## src/hw/rtl/prcc_pkg.sv

```systemverilog
// Shared types and constants for the packet reorder and checksum check block.
package prcc_pkg;

	localparam int MAX_PACKETS_DEF = 64;
	localparam int PAYLOAD_MAX     = 9;
	localparam int QUEUE_DEPTH     = 4;

	localparam int IN_DATA_W  = 128;
	localparam int OUT_DATA_W = 112;
	localparam int OUT_USER_W = 2;

	localparam int SUM_W      = 18;
	localparam int BYTE_SUM_W = 12;

	// One stored packet: key is message id over packet id.
	typedef struct packed {
		logic [31:0] key;
		logic [63:0] payload_low;
		logic [7:0]  payload_high;
		logic [3:0]  length;
		logic        ok;
	} pkt_t;

	typedef struct packed {
		pkt_t pkt;
		logic last;
	} qent_t;

	typedef enum logic {
		ST_LOAD,
		ST_EMIT
	} sort_st_t;

endpackage

```

## src/hw/rtl/prcc_front.sv

```systemverilog
// Front stage: accept a packet beat, sum its bytes, ids and length, flag the check result.
module prcc_front (
	input  logic                             clk,
	input  logic                             arst_n,
	input  logic                             s_tvalid,
	output logic                             s_tready,
	input  logic [prcc_pkg::IN_DATA_W-1:0]   s_tdata,
	input  logic                             s_tlast,
	output logic                             push,
	output prcc_pkg::qent_t                  push_ent,
	input  logic                             full
);

	logic        v_s1;
	logic [15:0] mid_s1;
	logic [15:0] pid_s1;
	logic [3:0]  len_s1;
	logic [63:0] lo_s1;
	logic [7:0]  hi_s1;
	logic [17:0] code_s1;
	logic        last_s1;
	logic [prcc_pkg::BYTE_SUM_W-1:0] bsum_s1;

	logic [3:0]  in_len;
	logic [63:0] in_lo;
	logic [7:0]  in_hi;
	logic [prcc_pkg::BYTE_SUM_W-1:0] bsum;
	logic [prcc_pkg::SUM_W-1:0]      total;

	assign in_len = s_tdata[35:32];
	assign in_lo  = s_tdata[99:36];
	assign in_hi  = s_tdata[107:100];

	// count only bytes below both the length and the payload limit
	always_comb begin
		bsum = '0;
		for (int i = 0; i < 8; i++) begin
			if (in_len > 4'(i) && i < prcc_pkg::PAYLOAD_MAX)
				bsum = bsum + prcc_pkg::BYTE_SUM_W'(in_lo[8*i +: 8]);
		end
		if (in_len > 4'd8 && prcc_pkg::PAYLOAD_MAX > 8)
			bsum = bsum + prcc_pkg::BYTE_SUM_W'(in_hi);
	end

	assign s_tready = !v_s1 || !full;
	assign push     = v_s1 && !full;

	always_ff @(posedge clk or negedge arst_n) begin
		if (!arst_n) begin
			v_s1 <= 1'b0;
		end else if (s_tready) begin
			v_s1 <= s_tvalid;
		end
	end

	always_ff @(posedge clk) begin
		if (s_tready && s_tvalid) begin
			mid_s1  <= s_tdata[15:0];
			pid_s1  <= s_tdata[31:16];
			len_s1  <= in_len;
			lo_s1   <= in_lo;
			hi_s1   <= in_hi;
			code_s1 <= s_tdata[125:108];
			last_s1 <= s_tlast;
			bsum_s1 <= bsum;
		end
	end

	assign total = prcc_pkg::SUM_W'(bsum_s1) + prcc_pkg::SUM_W'(mid_s1)
		+ prcc_pkg::SUM_W'(pid_s1) + prcc_pkg::SUM_W'(len_s1);

	always_comb begin
		push_ent.pkt.key          = {mid_s1, pid_s1};
		push_ent.pkt.payload_low  = lo_s1;
		push_ent.pkt.payload_high = hi_s1;
		push_ent.pkt.length       = len_s1;
		push_ent.pkt.ok           = (total == code_s1);
		push_ent.last             = last_s1;
	end

endmodule

```

## config.mk

```make
export PLATFORM = sky130hd
export DESIGN_NAME = prcc_front
export DESIGN_NICKNAME = d
export VERILOG_FILES = /design/src/hw/rtl/prcc_pkg.sv /design/src/hw/rtl/prcc_front.sv
export SDC_FILE = /design/constraint.sdc
export NUM_CORES = 1
export LEC_CHECK = 0
export BUFFER_PORTS_ARGS = -buffer_cell sky130_fd_sc_hd__buf_4
export CAP_MARGIN = 20
export CORE_MARGIN = 3
export CORE_UTILIZATION = 30
export CTS_CLUSTER_DIAMETER = 50
export DETAILED_ROUTE_END_ITERATION = 8
export PLACE_DENSITY = 0.61
export SKIP_CTS_REPAIR_TIMING = 1
export SLEW_MARGIN = 20
export SYNTH_ARGS = -nofsm -noshare
export SYNTH_HDL_FRONTEND = slang
export SYNTH_SLANG_ARGS = --single-unit
```

## constraint.sdc

```tcl
create_clock -name clk -period 9.8 [get_ports clk]
set_input_delay 1.96 -clock clk [delete_from_list [all_inputs] [get_ports clk]]
set_output_delay 1.96 -clock clk [all_outputs]
set_load 0.01 [all_outputs]
```

## After elaboration in Yosys (flattened, before gate mapping)

Cells that the tools add are included.

| storage, ports and cells | value |
|---|---|
| memory bits (read-only) | 0 |
| RAM bits | 0 |
| output and inout bits | 112 |
| logic and storage cells | 44 |
| input port bits | 133 |
| memories | 0 |
| bits in latches | 0 |
| register bits after elaboration | 140 |

| cells by class | value |
|---|---|
| reduce and logical (&&, ||, !) cells | 5 |
| multiplexer cells | 9 |
| $add $sub $neg | 11 |
| bitwise gates (word level) | 0 |
| magnitude comparators | 9 |
| shifts and indexed selects | 0 |
| equality and inequality tests | 1 |
| divide/modulo/power cells | 0 |
| multipliers | 0 |

Operators by type and width:

| operator | number |
|---|---|
| $mux 12 | 8 |
| $add 12x8->12 | 7 |
| $add 17x16->18 | 1 |
| $add 18x4->18 | 1 |
| $eq 18x18->1 | 1 |
| $add 12x16->17 | 1 |
| $gt 4x3->1 const B | 4 |
| $add 8x8->9 | 1 |
| $gt 4x1->1 const B | 2 |
| $gt 4x2->1 const B | 2 |
| $mux 8 | 1 |
| $gt 4x4->1 const B | 1 |
| $logic_and 1x1->1 | 2 |
| $logic_not 1->1 | 2 |
| $logic_or 1x1->1 | 1 |

## Logic depth before layout (Yosys ltp)

| depth | value |
|---|---|
| depth after elaboration | 18 |
| depth in mapped cells | 53 |
| mapped depth without buffers | 51 |

## Least setup slack after synthesis

OpenSTA, ideal clock, no wires.

| path | value |
|---|---|
| path type | input to register |
| from | input s_tdata[34] (netlist name) |
| to | register bsum_s1[11] (netlist name) (data pin) |
| setup time | 0.260 ns |
| slack | -1.049 ns |
| cell stages on the path | 51 |
| data required time | 9.540 ns |
| arrival | 10.589 ns |
| path through | buf_2 -> or2_1 -> or2_1 -> clkbuf_1 -> and2_1 -> ha_1 -> inv_1 -> fa_1 -> o21ai_0 -> ha_1 -> a21oi_1 -> o21ai_0 -> xnor2_1 -> nor2_1 -> a31oi_1 -> ha_1 -> and2_2 -> a22o_1 -> [... 15 more ...] -> o21ba_2 -> ha_1 -> o311a_1 -> a211oi_1 -> a21oi_2 -> inv_1 -> ha_1 -> o21a_1 -> nor2_1 -> xor2_1 -> a21oi_1 -> ha_1 -> nand2_1 -> o21ai_0 -> nor2b_1 -> o21ai_0 -> a211oi_1 -> o2bb2ai_1 |

| between the ends | value |
|---|---|
| cells in the longest elaborated chain, start to end | 18 |
| elaborated cells on any way between the ends | 26 |
| those cells by class | add/sub: 8; order compare: 9; mux: 9 |

RTL lines:

| element | RTL line | RTL |
|---|---|---|
| start, declared | prcc_front.sv:7 | `input logic [prcc_pkg::IN_DATA_W-1:0] s_tdata,` |
| $gt 4x1->1 | prcc_front.sv:38 | `if (in_len > 4'(i) && i < prcc_pkg::PAYLOAD_MAX)` |
| $mux 8 | prcc_front.sv:38 |  |
| $add 8x8->9 | prcc_front.sv:39 | `bsum = bsum + prcc_pkg::BYTE_SUM_W'(in_lo[8*i +: 8]);` |
| $mux 12 | prcc_front.sv:38 |  |
| $add 12x8->12 | prcc_front.sv:39 |  |
| $mux 12 | prcc_front.sv:38 |  |
| $add 12x8->12 | prcc_front.sv:39 |  |
| $mux 12 | prcc_front.sv:38 |  |
| [... 3 more ...] | - |  |
| $mux 12 | prcc_front.sv:38 |  |
| $add 12x8->12 | prcc_front.sv:39 |  |
| $mux 12 | prcc_front.sv:38 |  |
| $add 12x8->12 | prcc_front.sv:39 |  |
| $mux 12 | prcc_front.sv:38 |  |
| $add 12x8->12 | prcc_front.sv:42 | `bsum = bsum + prcc_pkg::BYTE_SUM_W'(in_hi);` |
| $mux 12 * | prcc_front.sv:41 | `if (in_len > 4'd8 && prcc_pkg::PAYLOAD_MAX > 8)` |
| net bsum, one bit | prcc_front.sv:27 | `logic [prcc_pkg::BYTE_SUM_W-1:0] bsum;` |
| end signal, assigned | prcc_front.sv:65 | `bsum_s1 <= bsum;` |
| end, declared | prcc_front.sv:22 | `logic [prcc_pkg::BYTE_SUM_W-1:0] bsum_s1;` |

Mark *: on every way through the listed nets, which the timed path passes. The rest lies on a longest branch.
A chain may end at the register's enable or synchronous reset.

## Worst setup path in the final report

| path | value |
|---|---|
| from | input s_tdata[33] (netlist name) |
| to | register bsum_s1[11] (netlist name) (data pin) |

Same word-level chain as after synthesis.

==> metrics.md <==
| Metric | Value |
|---|---|
| Status | `finished, violations left` |
| Failing checks | `negative setup slack` |
| WP depth | `just under 50` |
| Max stage delay cell, worst path | `fa_2` |
| Commonest non-fill, non-tap cells in the layout | `buf_4 (418), edfxtp_1 (139), ha_1 (76)` |
| Wire per inst | `16.35 um` |
| Row cnt | `65` |
| Main synth FF type | `edfxtp_1` |
| Area grow syn2layout | `50.28%` |
| Synth async-reset ratio | `less than 1%` |
| DIE WIDTH | `roughly 190 um` |
| H-tree levels | `4` |
| Critical Path AT | `10.44 ns` |
| Startpoint Class | `input pin` |
| Largest cells by area after synthesis | `edfxtp_1 (43%), ha_1 (12%), fa_1 (5.1%), xnor2_1 (4.6%), o21ai_0 (3.0%)` |
| Tmin final | `10.26 ns` |
| Sw frac | `39.64%` |
| Critical path type | `in -> reg` |
| Sequential share of power | `15.7%` |
| Yosys warns | `0` |
| Synth top area share | `between 40% and 50%` |
| Clock tree root buffer cell | `clkbuf_16` |
| Starting Density | `a little under a third` |
| CTS Buf Count | `17` |
| Later-pin clock latency in the skew report | `about 0.45 ns` |
| Remaining antenna violation count | `0` |
| Max Cap Viol | `0` |
| Cell variety after synth | `79` |
| Endpoints failing hold | `0` |
| Router iterations before antenna repair | `4` |
| CTS tree | `done` |
| PwrDens | `between 300 and 400 nW/um^2` |
| Clock network fraction of total power | `12.7%` |
| Internal power | `0.002999 W` |
| Vias | `8282` |
| Crit end category | `flip-flop` |
| CP endpoint | `bsum_s1[11]` |
| Largest driver fanout on the critical path | `5` |
| Sequential share of the synthesized area | `between 40% and 50%` |
| Syn nets | `around 1100` |
| Hold crit path type | `reg -> reg` |
| Max_slew headroom | `33.71%` |
| Final WL | `around 29 mm` |
| R2R Path End | `code_s1[16]` |
| Worst endpoint required time | `9.99 ns` |
| Design Area, Final | `between 10000 and 15000 um^2` |
| Vias in the first global route | `between 8000 and 9000` |
| Launch point of the worst reg-to-reg path | `v_s1` |
| EDFF count, synth | `139` |
| DRC errors left | `0` |
| Cell mode on critical path | `ha_4` |
| GRT Overall Usage | `roughly 16%` |
| I/O Buffers | `242` |
| Sw Pwr | `~0.002 W` |
| Layout cells sized above 1 | `a little under half` |
| Worst Max-Slew Pin Slew | `slightly below 1 ns` |
| Core footprint | `roughly 32000 um^2` |
| Number of DRC markers in iteration 0 | `~280` |
| Max Clk Rate | `between 0.09 and 0.1 GHz` |
| Setup ws final | `-0.4589 ns` |
| CP bufs+invs | `6` |
| Worst reg2reg path depth | `3` |
| Post-Synthesis Cell Area | `9762 um^2` |
| Critical Path Source | `s_tdata[33]` |
| Number of synthesized register bits | `140` |
| Clk sinks | `140` |
| Internal reg-to-reg setup slack | `about 7.3 ns` |
| Die Height | `about 190 um` |
| Slew Viols, Final | `0` |
| Largest net degree at the start of global routing | `between 70 and 80` |
| RePlAce Congestion | `0.8291` |
| LEAKAGE | `6.247 nW` |
| Final Core Density | `about 46%` |
| Clock transition at the registers of the reported paths | `0.07 ns` |
| RSZ-0062 raised after global routing | `yes` |
| DP HPWL | `about 22 mm` |
| Final period util | `104.7%` |
| Die area | `roughly 35000 um^2` |
| Placed cell area | `roughly 13000 um^2` |
| Post-Syn Instances | `between 800 and 900` |
| Skew final | `about 0.015 ns` |
| Final net count | `roughly 1600` |
| Gr ovfl total | `0` |
| Cell taking the most area after synthesis | `edfxtp_1` |
| Final setup viols | `6` |
| Top delay family on crit path | `compound AO/OA/AOI/OAI gates` |
| Crit-path max cell delay | `0.46 ns` |
| CTS max path bufs | `2` |
| Initial antenna violation count | `4` |
| Global-route wire length before repair | `43.52 mm` |
| Worst hold slack | `around 0.54 ns` |
| Most common cell after layout, fill and taps aside | `buf_4` |
| Max rail drop VDD | `around 0.00016 V` |
| Power share of the combinational group | `71.6%` |
| Vias per inst | `between 4 and 5` |
| # IOs | `between 200 and 250` |
| Syn_area_per_cell | `between 10 and 15 um^2` |
## worst register-to-register path, delay by kind of cell (launching register included)
kind | cells | cell delay, ns
flip-flops | 1 | 0.38
buffers and inverters | 1 | 0.94
AND/OR/NAND/NOR | 2 | 0.81
## power by group through the flow
stage	clock network, W	registers [W]	logic [W]
6_report	0.000629	0.000781	0.00356
5_1_grt	0.000675	0.000787	0.00393
4_1_cts	0.000651	0.000782	0.00318
3_5_place_dp	0	0.000794	0.00316
3_3_place_gp	0	0.000793	0.00310
2_1_floorplan	0	0.000798	0.00206
## sequential cells by signal (all words and copies together) (netlist names)
name     flops
bsum_s1     12
code_s1     18
hi_s1        8
last_s1      1
len_s1       4
lo_s1       64
mid_s1      16
pid_s1      16
v_s1         1
## cell usage after synthesis, types with 4 or more instances
library cell  instances
mux2_2               13
clkbuf_1             13
mux2i_1              10
nor2b_1              16
a21o_1               26
edfxtp_1            139
xnor2_1              51
ha_1                 97
xor2_1               18
a211oi_1             16
o21ai_0              58
a21oi_1              43
nor2_1               68
o31a_1                9
fa_1                 25
nand2b_1              8
and2_1               11
o21a_1               27
nand3_1               6
nor3_1               15
nand4_1               6
nor4_1                7
o21ai_1               7
inv_1                46
o21bai_1              7
nand2_1              45
a31oi_1               5
a21boi_0              4
## how the worst min path moves through the flow
stage	startpoint	end	slack, ns	depth (start not counted)
final	v_s1	v_s1	0.54	2
after global routing	v_s1	v_s1	0.57	2
after floorplan	v_s1	v_s1	0.54	2
after global placement	v_s1	v_s1	0.51	2
after CTS	v_s1	v_s1	0.54	2
after detailed placement	v_s1	v_s1	0.52	2
## cells by family (layout without fill, tap and decap cells)
group,Yosys count,in the layout,share of synthesized area [%]
xor gates and xnor gates,72,72,6.806
buffers and inverters,62,500,2.448
muxes,23,23,2.525
adders and majority gates,122,122,17.56
other,0,3,0
AOI/OAI and AO/OA,244,244,17.05
and+or+nand+nor,207,208,10.60
DFF,140,140,43.01
## area by class of cell
| type | count | area, um^2 |
|---|---|---|
| repair buffers | 422 | 3183 |
| fillers | 2985 | 17130 |
| well taps | 435 | 544.3 |
| diodes | 3 | 7.507 |
| inverters | 46 | 172.7 |
| clock inverters | 15 | 130.1 |
| multi-input cells | 669 | 6008 |
| clock buffers | 17 | 425.4 |
| flip-flops and latches | 140 | 4199 |
## metrics by stage
step	setup TNS [ns]	setup WS (ns)	power (W)	std cells
3_5_place_dp	-9.799	-1.354	0.003953	1687
4_1_cts	-5.645	-0.9107	0.004610	1719
6_report	-2.183	-0.4589	0.004968	1747
2_1_floorplan	-1.401	-0.3756	0.002861	870
5_1_grt	-5.460	-0.9256	0.005388	1747
3_3_place_gp	-8.728	-1.213	0.003897	1687
## layer usage
layer	wire length (um)	up-vias	track usage, %
li1	-	4103	-
met1	12380	3979	19.76
met2	14450	177	27.43
met3	1347	21	4.002
met4	374	2	4.594
met5	7	-	0
Note: power is estimated with default switching activity, not from simulation.
