`src/hw/rtl/prcc_pkg.sv`:
```
// Shared types and constants for the packet reorder and checksum check block.
package prcc_pkg;

	localparam int MAX_PACKETS_DEF = 64;
	localparam int PAYLOAD_MAX     = 9;
	localparam int QUEUE_DEPTH     = 4;

	localparam int IN_DATA_W  = 128;
	localparam int OUT_DATA_W = 112;
	localparam int OUT_USER_W = 2;

	localparam int SUM_W      = 18;
	localparam int BYTE_SUM_W = 12;

	// One stored packet: key is message id over packet id.
	typedef struct packed {
		logic [31:0] key;
		logic [63:0] payload_low;
		logic [7:0]  payload_high;
		logic [3:0]  length;
		logic        ok;
	} pkt_t;

	typedef struct packed {
		pkt_t pkt;
		logic last;
	} qent_t;

	typedef enum logic {
		ST_LOAD,
		ST_EMIT
	} sort_st_t;

endpackage

```
`src/hw/rtl/prcc_queue.sv`:
```
// Short queue between the checksum front and the sorting back end.
module prcc_queue (
	input  logic            clk,
	input  logic            arst_n,
	input  logic            push,
	input  prcc_pkg::qent_t push_ent,
	output logic            full,
	input  logic            pop,
	output prcc_pkg::qent_t pop_ent,
	output logic            pop_valid
);

	localparam int PW = $clog2(prcc_pkg::QUEUE_DEPTH);
	localparam int CW = $clog2(prcc_pkg::QUEUE_DEPTH + 1);

	prcc_pkg::qent_t ent_q [prcc_pkg::QUEUE_DEPTH];
	logic [PW-1:0]   wr_q;
	logic [PW-1:0]   rd_q;
	logic [CW-1:0]   cnt_q;
	logic            do_pop;

	assign full      = (cnt_q == CW'(prcc_pkg::QUEUE_DEPTH));
	assign pop_valid = (cnt_q != '0);
	assign pop_ent   = ent_q[rd_q];
	assign do_pop    = pop && pop_valid;

	always_ff @(posedge clk or negedge arst_n) begin
		if (!arst_n) begin
			wr_q  <= '0;
			rd_q  <= '0;
			cnt_q <= '0;
		end else begin
			if (push)
				wr_q <= wr_q + PW'(1);
			if (do_pop)
				rd_q <= rd_q + PW'(1);
			if (push && !do_pop)
				cnt_q <= cnt_q + CW'(1);
			else if (do_pop && !push)
				cnt_q <= cnt_q - CW'(1);
		end
	end

	always_ff @(posedge clk) begin
		if (push)
			ent_q[wr_q] <= push_ent;
	end

endmodule

```
`config.mk`:
```
export PLATFORM = sky130hd
export DESIGN_NAME = prcc_queue
export DESIGN_NICKNAME = d
export VERILOG_FILES = /design/src/hw/rtl/prcc_pkg.sv /design/src/hw/rtl/prcc_queue.sv
export SDC_FILE = /design/constraint.sdc
export NUM_CORES = 1
export LEC_CHECK = 0
export BUFFER_PORTS_ARGS = -buffer_cell sky130_fd_sc_hd__buf_2
export CAP_MARGIN = 15
export CORE_UTILIZATION = 55
export DETAILED_ROUTE_END_ITERATION = 8
export PLACE_DENSITY = 0.77
export SYNTH_ARGS = -nofsm -noshare
export SYNTH_HDL_FRONTEND = slang
export SYNTH_SLANG_ARGS = --single-unit
```
`constraint.sdc`:
```
create_clock -name clk -period 10.7 [get_ports clk]
set_input_delay 2.14 -clock clk [delete_from_list [all_inputs] [get_ports clk]]
set_output_delay 2.14 -clock clk [all_outputs]
set_load 0.01 [all_outputs]
```
After elaboration in Yosys (flattened, before gate mapping)
Memories as Yosys holds them, arrays and structs flattened.
Cells that the tools add are included.
{"block": "totals", "reg_bits": 7, "ram_bits": 440, "memories": 1, "word_cells": 20, "output_inout_bits": 112}
{"memory": "ent_q", "depth": 4, "width": 110, "rd": 1, "rd_clocked_by_memory_dff": 0, "wr": 1, "line_no": "prcc_queue.sv:16", "source": "prcc_pkg::qent_t ent_q [prcc_pkg::QUEUE_DEPTH];"}
{"block": "classes", "n_addsub": 4, "eq_ne": 1, "mux": 4, "n_reduce_logical": 7}
{"op": "3-bit two-way mux", "n": 2}
{"op": "2-bit by 1-bit adder with 2-bit output, second input constant", "n": 2}
{"op": "3-bit by 1-bit adder with 3-bit output, second input constant", "n": 1}
{"op": "3-bit equality test, second input constant", "n": 1}
{"op": "1-bit logical AND", "n": 3}
{"op": "3-bit nonzero test", "n": 1}
{"op": "3-bit by 1-bit subtractor with 3-bit output, second input constant", "n": 1}
{"op": "1-bit logical NOT", "n": 2}
{"op": "1-bit two-way mux", "n": 2}
{"op": "2-bit nonzero test", "n": 1}

Depth between registers and ports, before layout
Gate-level depths: netlist (run 1).
{"block": "logic_depth", "word_depth": 5, "depth_mapped": 8, "depth_no_buf": 8}

Worst setup path before layout (run 1)
Ideal clock, no wire load.
{"block": "synth_path", "kind": "input -> register", "from": "input port push", "to": "memory ent_q[1][0] (netlist name), enable pin", "stages": 1, "path_slack_ns": 5.547, "n_path_buf": 0, "arrival_time_ns": 4.672, "t_required_ns": 10.219, "path_cell_list": "and2_1"}
{"block": "synth_between", "elab_chain_len": 2}
{"element": "from (decl)", "line_no": "prcc_queue.sv:5", "source": "input logic push,"}
{"element": "1-bit two-way mux", "line_no": "prcc_queue.sv:45", "source": "if (push)"}
{"element": "1-bit two-way mux (not written as such)", "line_no": "prcc_queue.sv:46", "source": "ent_q[wr_q] <= push_ent;"}
{"element": "to (decl)", "line_no": "prcc_queue.sv:16"}
No other way between the ends.

==> impl_metrics.csv, run 1 <==
group,metric,value,unit
setup_path,slowest_delay,0.90,ns
floorplan,rows,62,
sta,min_period_over_period,48.0,%
pwr,switching_power,1.48,mW
setup_path,worstSetupPathType,"flop to output port",
pwr,pwr-share-comb,26.2,%
clock_tree,clock_sinks,447,
job,drv_cap,0,
floorplan,die-area,30300,um2
synthesis,yosysMostFrequentCell,"edfxtp_1",
finish,nFillCells,1824,
routing,avgRoutedWirePerCell,22.2,um
global_route,antenna_found_initial,3,
floorplan,die_w,174,um
sta,post-route-min-period,5.14,ns
clock_tree,clk_latency,0.52,ns
setup_path,timing.rr.start,"wr_q[0]",
sta,finalSetupTns,0,ns
finish,drive_above_1_share,46.0,%
sta,max-slew-margin-rel,27.2,%
setup_path,worstReg2RegEnd,"ent_q[2][91]",
clock_tree,cts_buffer_depth,3,
pwr,p_sw_share,27.8,%
setup_path,crit_chain,"buf_4 > mux4_2 > buf_2",
floorplan,core_area,28900,um2
pwr,ir_worst_vdd,223,uV
status,status,"complete, no violations",
synthesis,async_reset_ff_share,1.57,%
routing,antenna_left,0,
synthesis,syn_nets,729,
placed_design,io_buffers,225,
clock_tree,cts_repair_resize_count,0,
synthesis,synth.distinct_cells,21,
finish,area_growth,17.7,%
pwr,pwr-share-seq,46.0,%
sta,drv_slew,0,
routing,totalWireLength,28400,um
synthesis,synth_area,16300,um2
sta,worst_pin_slew,1.09,ns
synthesis,yosysTopAreaCellShare,81.2,%
clock_tree,clk_pin_slew,0.06,ns
global_route,grt_use_total,19.2,%
floorplan,die_height,174,um
global_route,grt-ovfl-total,0,
routing,dr_total_vias,7169,
sta,fin_skew,0.0104,ns
synthesis,yosys_most_used_dff,"edfxtp_1",
clock_tree,h-tree-depth,2,
pwr,powerDensity,277,nW/um2
clock_tree,post-cts-setup-buffer-count,0,
global_route,grt_max_degree,74,
global_route,grt_pass1_vias,7579,
floorplan,start_util,56.3,%
synthesis,synth_edf_count,440,
sta,max_freq,0.195,GHz
sta,finalSetupViolCount,0,
routing,drc_errors,0,
routing,routed_via_density,5.60,
setup_path,arrival,3.00,ns
placed_design,place.gp.congestion,0.699,
setup_path,end_kind,"output port",
setup_path,worst_ep_required_time,8.56,ns
worst_hold_path,min_to,"cnt_q[2]",
routing,firstDrtPassIters,5,
floorplan,top_level_ports,226,
global_route,grt_pass1_wl,43700,um
synthesis,synthTopCellsByCount,"edfxtp_1, mux4_2, buf_2, buf_6, dfrtp_1",
setup_path,cp_num_buf_inv,2,
pwr,intPower,3.84,mW
sta,finalHoldViolCount,0,
synthesis,syn_inst,609,
setup_path,worst_path_max_delay_cell,"dfrtp_4",
synthesis,syn_area_per_cell,26.7,um2
clock_tree,cts_hold_buffers,0,
pwr,power,5.32,mW
synthesis,yosys-top-cells-area,"edfxtp_1, mux4_2, dfrtp_1",
setup_path,reg2reg_depth,4,
setup_path,cp_max_fo,39,
synthesis,synth_seq_area_share,82.2,%
worst_hold_path,hold_path.class,"flop to flop",
synthesis,synth-seq-cells,447,
clock_tree,cts_tree,"built",
sta,rsz0062_at_grt,"false",
worst_hold_path,hold_depth,1,
pwr,p_leak,6.55,nW
routing,drtIter0Drc,423,
clock_tree,cts_buffers,45,
synthesis,synth_largest_area_cell,"edfxtp_1",
setup_path,crit_family,"buffers and inverters",
setup_path,cp-start-kind,"flop",
pwr,pwr-share-clk,27.8,%
setup_path,rrSetupSlack,8.11,ns
synthesis,yosys_warnings,0,
worst_hold_path,min_from,"cnt_q[2]",
placed_design,hpwl,16300,um
clock_tree,cts-root-buf,"clkbuf_16",
finish,layout.nets,983,
[how the worst max path moves through the flow]
stage	startpoint	endpoint	slack [ns]	cells after the start
detailed placement	rd_q[0]	pop_ent[87]	5.99	3
global placement	rd_q[0]	pop_ent[87]	6.00	3
finish	rd_q[0]	pop_ent[87]	5.56	3
floorplan	push	ent_q[1][0]	5.55	1
global route	rd_q[0]	pop_ent[87]	5.29	3
CTS	rd_q[0]	pop_ent[87]	5.40	3
[through the flow]
step / hold WS [ns] / setup WS (ns) / area, um2 / std cells / util (%)
finish: 0.485 / 5.56 / 19200 / 1281 / 66.2
global route: 0.506 / 5.29 / 19200 / 1279 / 66.2
CTS: 0.486 / 5.40 / 19200 / 1277 / 66.2
detailed placement: 0.470 / 5.99 / 17800 / 1200 / 61.4
global placement: 0.463 / 6.00 / 17800 / 1200 / 61.4
floorplan: 0.447 / 5.55 / 16300 / 609 / -
[power groups by stage]
stage / Clock [mW] / Combinational, mW / Sequential (mW)
6_report: 1.48 / 1.39 / 2.45
4_1_cts: 1.52 / 1.43 / 2.46
2_1_floorplan: 0 / 1.02 / 2.41
3_5_place_dp: 0 / 1.42 / 2.49
5_1_grt: 1.58 / 1.50 / 2.48
3_3_place_gp: 0 / 1.41 / 2.47
[final cells by class]
| class | instances | area, um2 | share of cell area (%) |
|---|---|---|---|
| Tap cell | 384 | 480 | 2.51 |
| Sequential cell | 447 | 13400 | 69.9 |
| Multi-Input combinational cell | 134 | 2690 | 14.1 |
| Inverter | 3 | 11.3 | 0.0588 |
| Antenna cell | 4 | 10.0 | 0.0522 |
| Clock inverter | 27 | 250 | 1.31 |
| Clock buffer | 50 | 1140 | 5.97 |
| Timing Repair Buffer | 232 | 1180 | 6.15 |
[worst reg2reg max path, delay by kind of cell (launching register included)]
kind / cells / cell delay [ns]
buffers and inverters: 2 / 1.04
adders and majority gates: 1 / 0.14
DFF: 1 / 0.42
and+or+nand+nor: 1 / 0.55
[per-layer routing]
layer	share of wire (%)	global-route usage (%)
met1	41	25.5
met2	51	32.1
met3	5.9	4.42
met4	2.1	5.74
met5	0	0
[sequential cells by signal, summed over array words and instances, names as in the netlist]
signal and count:
ent_q 440, wr_q 2, cnt_q 3, rd_q 2
[cell usage in the layout (no fill, tap or decap)]
master      synthesis  layout
and2_4              0       4
buf_2              11     225
buf_4               1       7
bufinv_16           0       5
clkbuf_1            3       5
clkbuf_16           0      45
clkinv_1            0      10
clkinv_2            0      11
clkinvlp_4          0       1
dfrtp_1             7       5
dfrtp_4             0       2
diode_2             0       4
edfxtp_1          440     440
fa_1                1       1
ha_1                5       5
inv_1               3       3
mux2_2              1       1
mux4_2            110     110
nand2_1             2       2
nand3_1             1       1
nor2_1              1       1
nor3b_1             1       1
o21ai_0             1       1
or3_1               1       1
xnor2_1             3       3
xor2_1              3       3
[cell families after synthesis]
family,after synthesis,share of synthesized area [%]
AOI/OAI and AO/OA,1,0.0307
adders and majority gates,6,0.507
DFF,447,82.2
and+or+nand+nor,10,0.338
buffers and inverters,28,1.27
muxes,111,15.3
xor gates and xnor gates,6,0.323
Note: power is estimated with default switching activity, not from simulation.
==> run 2: changes to the inputs <==
--- a/config.mk
+++ b/config.mk
@@ -5,11 +5,12 @@
 export SDC_FILE = /design/constraint.sdc
 export NUM_CORES = 1
 export LEC_CHECK = 0
+export ABC_AREA = 1
 export BUFFER_PORTS_ARGS = -buffer_cell sky130_fd_sc_hd__buf_2
 export CAP_MARGIN = 15
-export CORE_UTILIZATION = 55
+export CORE_UTILIZATION = 52
 export DETAILED_ROUTE_END_ITERATION = 8
-export PLACE_DENSITY = 0.77
+export PLACE_DENSITY = 0.76
 export SYNTH_ARGS = -nofsm -noshare
 export SYNTH_HDL_FRONTEND = slang
 export SYNTH_SLANG_ARGS = --single-unit
==> constraint.sdc (replaced) <==
create_clock -name clk -period 4.55 [get_ports clk]
set_input_delay 0.91 -clock clk [delete_from_list [all_inputs] [get_ports clk]]
set_output_delay 0.91 -clock clk [all_outputs]
set_load 0.01 [all_outputs]
==> run 2 against run 1 <==
- final cell count up 59%
- setup slack worse by 4.5 ns
- wire length up 21%
- critical path depth up 3
- power rose to 2.5 times the previous value
- clock power up 130%
- register-to-register slack worse by 5.7 ns
- core utilization down 4.5 points
- highest routed layer is now met5
- clock skew up 0.0018 ns
- via count up 46%
- synthesized cell count up 120%
==> impl_metrics.csv, run 2 <==
group,metric,value,unit
status,status,"complete, no violations",
synthesis,yosysMostFrequentCell,"edfxtp_1",
clock_tree,cts_hold_buffers,0,
routing,routed_via_density,5.13,
routing,antenna_left,0,
setup_path,cp_max_fo,172,
floorplan,start_util,52.9,%
global_route,grt_max_degree,173,
synthesis,synth-seq-cells,447,
global_route,grt_pass1_vias,10300,
routing,drc_errors,0,
floorplan,die_w,187,um
setup_path,rrSetupSlack,2.41,ns
floorplan,core_area,33500,um2
pwr,power,13.4,mW
setup_path,slowest_delay,0.68,ns
clock_tree,cts_tree,"built",
placed_design,place.gp.congestion,0.761,
finish,largestRegisters,"ent_q (440), cnt_q (3)",
synthesis,synthTopCellsByCount,"edfxtp_1, nand2_1, inv_1, o211ai_1, buf_2",
placed_design,placed_cells,1957,
clock_tree,cts_repair_resize_count,0,
sta,drv_slew,0,
global_route,antenna_found_initial,6,
global_route,grt_pass1_wl,53600,um
setup_path,cp-start-kind,"flop",
sta,rsz0062_at_grt,"false",
finish,final_cells,2043,
synthesis,yosys_warnings,0,
synthesis,syn_area_per_cell,13.3,um2
synthesis,yosys-top-cells-area,"edfxtp_1, o211ai_1, nand2_1",
finish,final_cell_mix,"edfxtp_1, nand2_1, inv_1",
global_route,grt_use_total,19.8,%
synthesis,syn_nets,1458,
setup_path,worst_path_max_delay_cell,"inv_8",
finish,final_util,61.8,%
setup_path,crit_family,"buffers and inverters",
clock_tree,cts-root-buf,"clkbuf_16",
clock_tree,cts_buffer_depth,3,
sta,max_freq,0.287,GHz
synthesis,synth_largest_area_cell,"edfxtp_1",
sta,finalHoldViolCount,0,
synthesis,synth_seq_area_share,75.5,%
floorplan,rows,67,
setup_path,worstSetupPathType,"flop to output port",
placed_design,hpwl,19900,um
routing,dr_total_vias,10473,
sta,min_period_over_period,76.6,%
sta,fin_skew,0.0122,ns
clock_tree,cts_buffers,45,
pwr,ir_worst_vdd,477,uV
routing,totalWireLength,34400,um
setup_path,arrival,2.58,ns
finish,final_common_cell,"edfxtp_1",
sta,finalSetupTns,0,ns
routing,firstDrtPassIters,5,
clock_tree,clk_latency,0.53,ns
synthesis,synth_area,17700,um2
setup_path,cp_num_buf_inv,3,
setup_path,end_kind,"output port",
finish,regMostFlops,"ent_q",
synthesis,syn_inst,1338,
sta,whs,0.204,ns
synthesis,async_reset_ff_share,1.57,%
setup_path,cpMostUsedCell,"nand2_1",
placed_design,io_buffers,225,
synthesis,yosysTopAreaCellShare,74.5,%
clock_tree,post-cts-setup-buffer-count,0,
setup_path,crit_chain,"inv_8 > buf_4 > nand2_1 > o211ai_1 > nand2_1 > buf_2",
clock_tree,clock_sinks,447,
job,drv_cap,0,
synthesis,synth_edf_count,440,
global_route,grt-ovfl-total,0,
finish,layout.nets,1676,
synthesis,synth.distinct_cells,19,
sta,worst_pin_slew,0.938,ns
finish,largest_reg_flops,440,
floorplan,die_height,187,um
synthesis,yosys_most_used_dff,"edfxtp_1",
floorplan,top_level_ports,226,
routing,drtIter0Drc,641,
sta,finalSetupViolCount,0,
worst_hold_path,hold_path.class,"input port to asynchronous set/reset pin",
setup_path,worst_ep_required_time,3.64,ns
finish,area_growth,16.7,%
clock_tree,h-tree-depth,2,
clock_tree,clk_pin_slew,0.06,ns
pwr,powerDensity,647,nW/um2
sta,post-route-min-period,3.49,ns
routing,avgRoutedWirePerCell,16.8,um
sta,max-slew-margin-rel,37.5,%
finish,drive_above_1_share,19.6,%
pwr,p_leak,8.37,nW
floorplan,die-area,34900,um2
run 2: cell count changes after synthesis, moves of 5 or more:
cell / previous run / this run
o211ai_1: 0 / 220
buf_1: 0 / 5
buf_2: 11 / 59
nand2_1: 2 / 350
inv_1: 3 / 232
mux4_2: 110 / 0
buf_6: 9 / 4
run 2: kinds of logic (layout without fill, tap and decap cells):
family | Yosys count | in the layout | synth area share (%)
other cells | 0 | 3 | 0
buf+inv | 306 | 560 | 7.06
compound gates | 221 | 221 | 9.34
fa+ha+maj | 6 | 6 | 0.465
flops | 447 | 447 | 75.5
simple gates | 356 | 356 | 7.57
xor+xnor | 2 | 2 | 0.0988
run 2: cell type report:
| type | count | area [um2] |
|---|---|---|
| diodes | 3 | 7.51 |
| clock buffers | 59 | 1220 |
| clock inverters | 24 | 161 |
| fillers | 2481 | 12800 |
| inverters | 233 | 895 |
| multi-input cells | 585 | 3100 |
| flip-flops and latches | 447 | 13400 |
| well taps | 448 | 561 |
| repair buffers | 244 | 1370 |
run 2: stage by stage:
stage	worst slack (ns)	area, um2
4_1_cts	1.00	20700
5_1_grt	0.877	20700
6_report	1.06	20700
2_1_floorplan	0.750	17700
3_3_place_gp	1.67	19300
3_5_place_dp	1.59	19300
run 2: final timing paths:
check / end / depth (start not counted) / startpoint
worst max-delay path: pop_ent[108] / 6 / rd_q[0]
worst min-delay path: wr_q[0] / 1 / arst_n
worst max register to register: ent_q[1][72] / 5 / wr_q[1]
worst min register to register: cnt_q[2] / 2 / cnt_q[2]
max in group asynchronous: rd_q[1] / 1 / arst_n
min in group clk: cnt_q[2] / 2 / cnt_q[2]
run 2: report_power, final:
group,internal [mW],total [mW],leakage [nW],switching [mW]
clock network,2.00,3.44,0.685,1.44
registers,5.38,5.60,4.12,0.213
logic,1.43,4.36,3.56,2.92
total,8.82,13.4,8.37,4.58
run 2: per-layer routing:
metal	track usage [%]	up-vias	part of all wire (%)
met3	4.04	66	6.2
met1	25.0	4986	41
met5	0	-	0.084
li1	-	5116	-
met4	6.43	6	2.4
met2	34.1	299	50
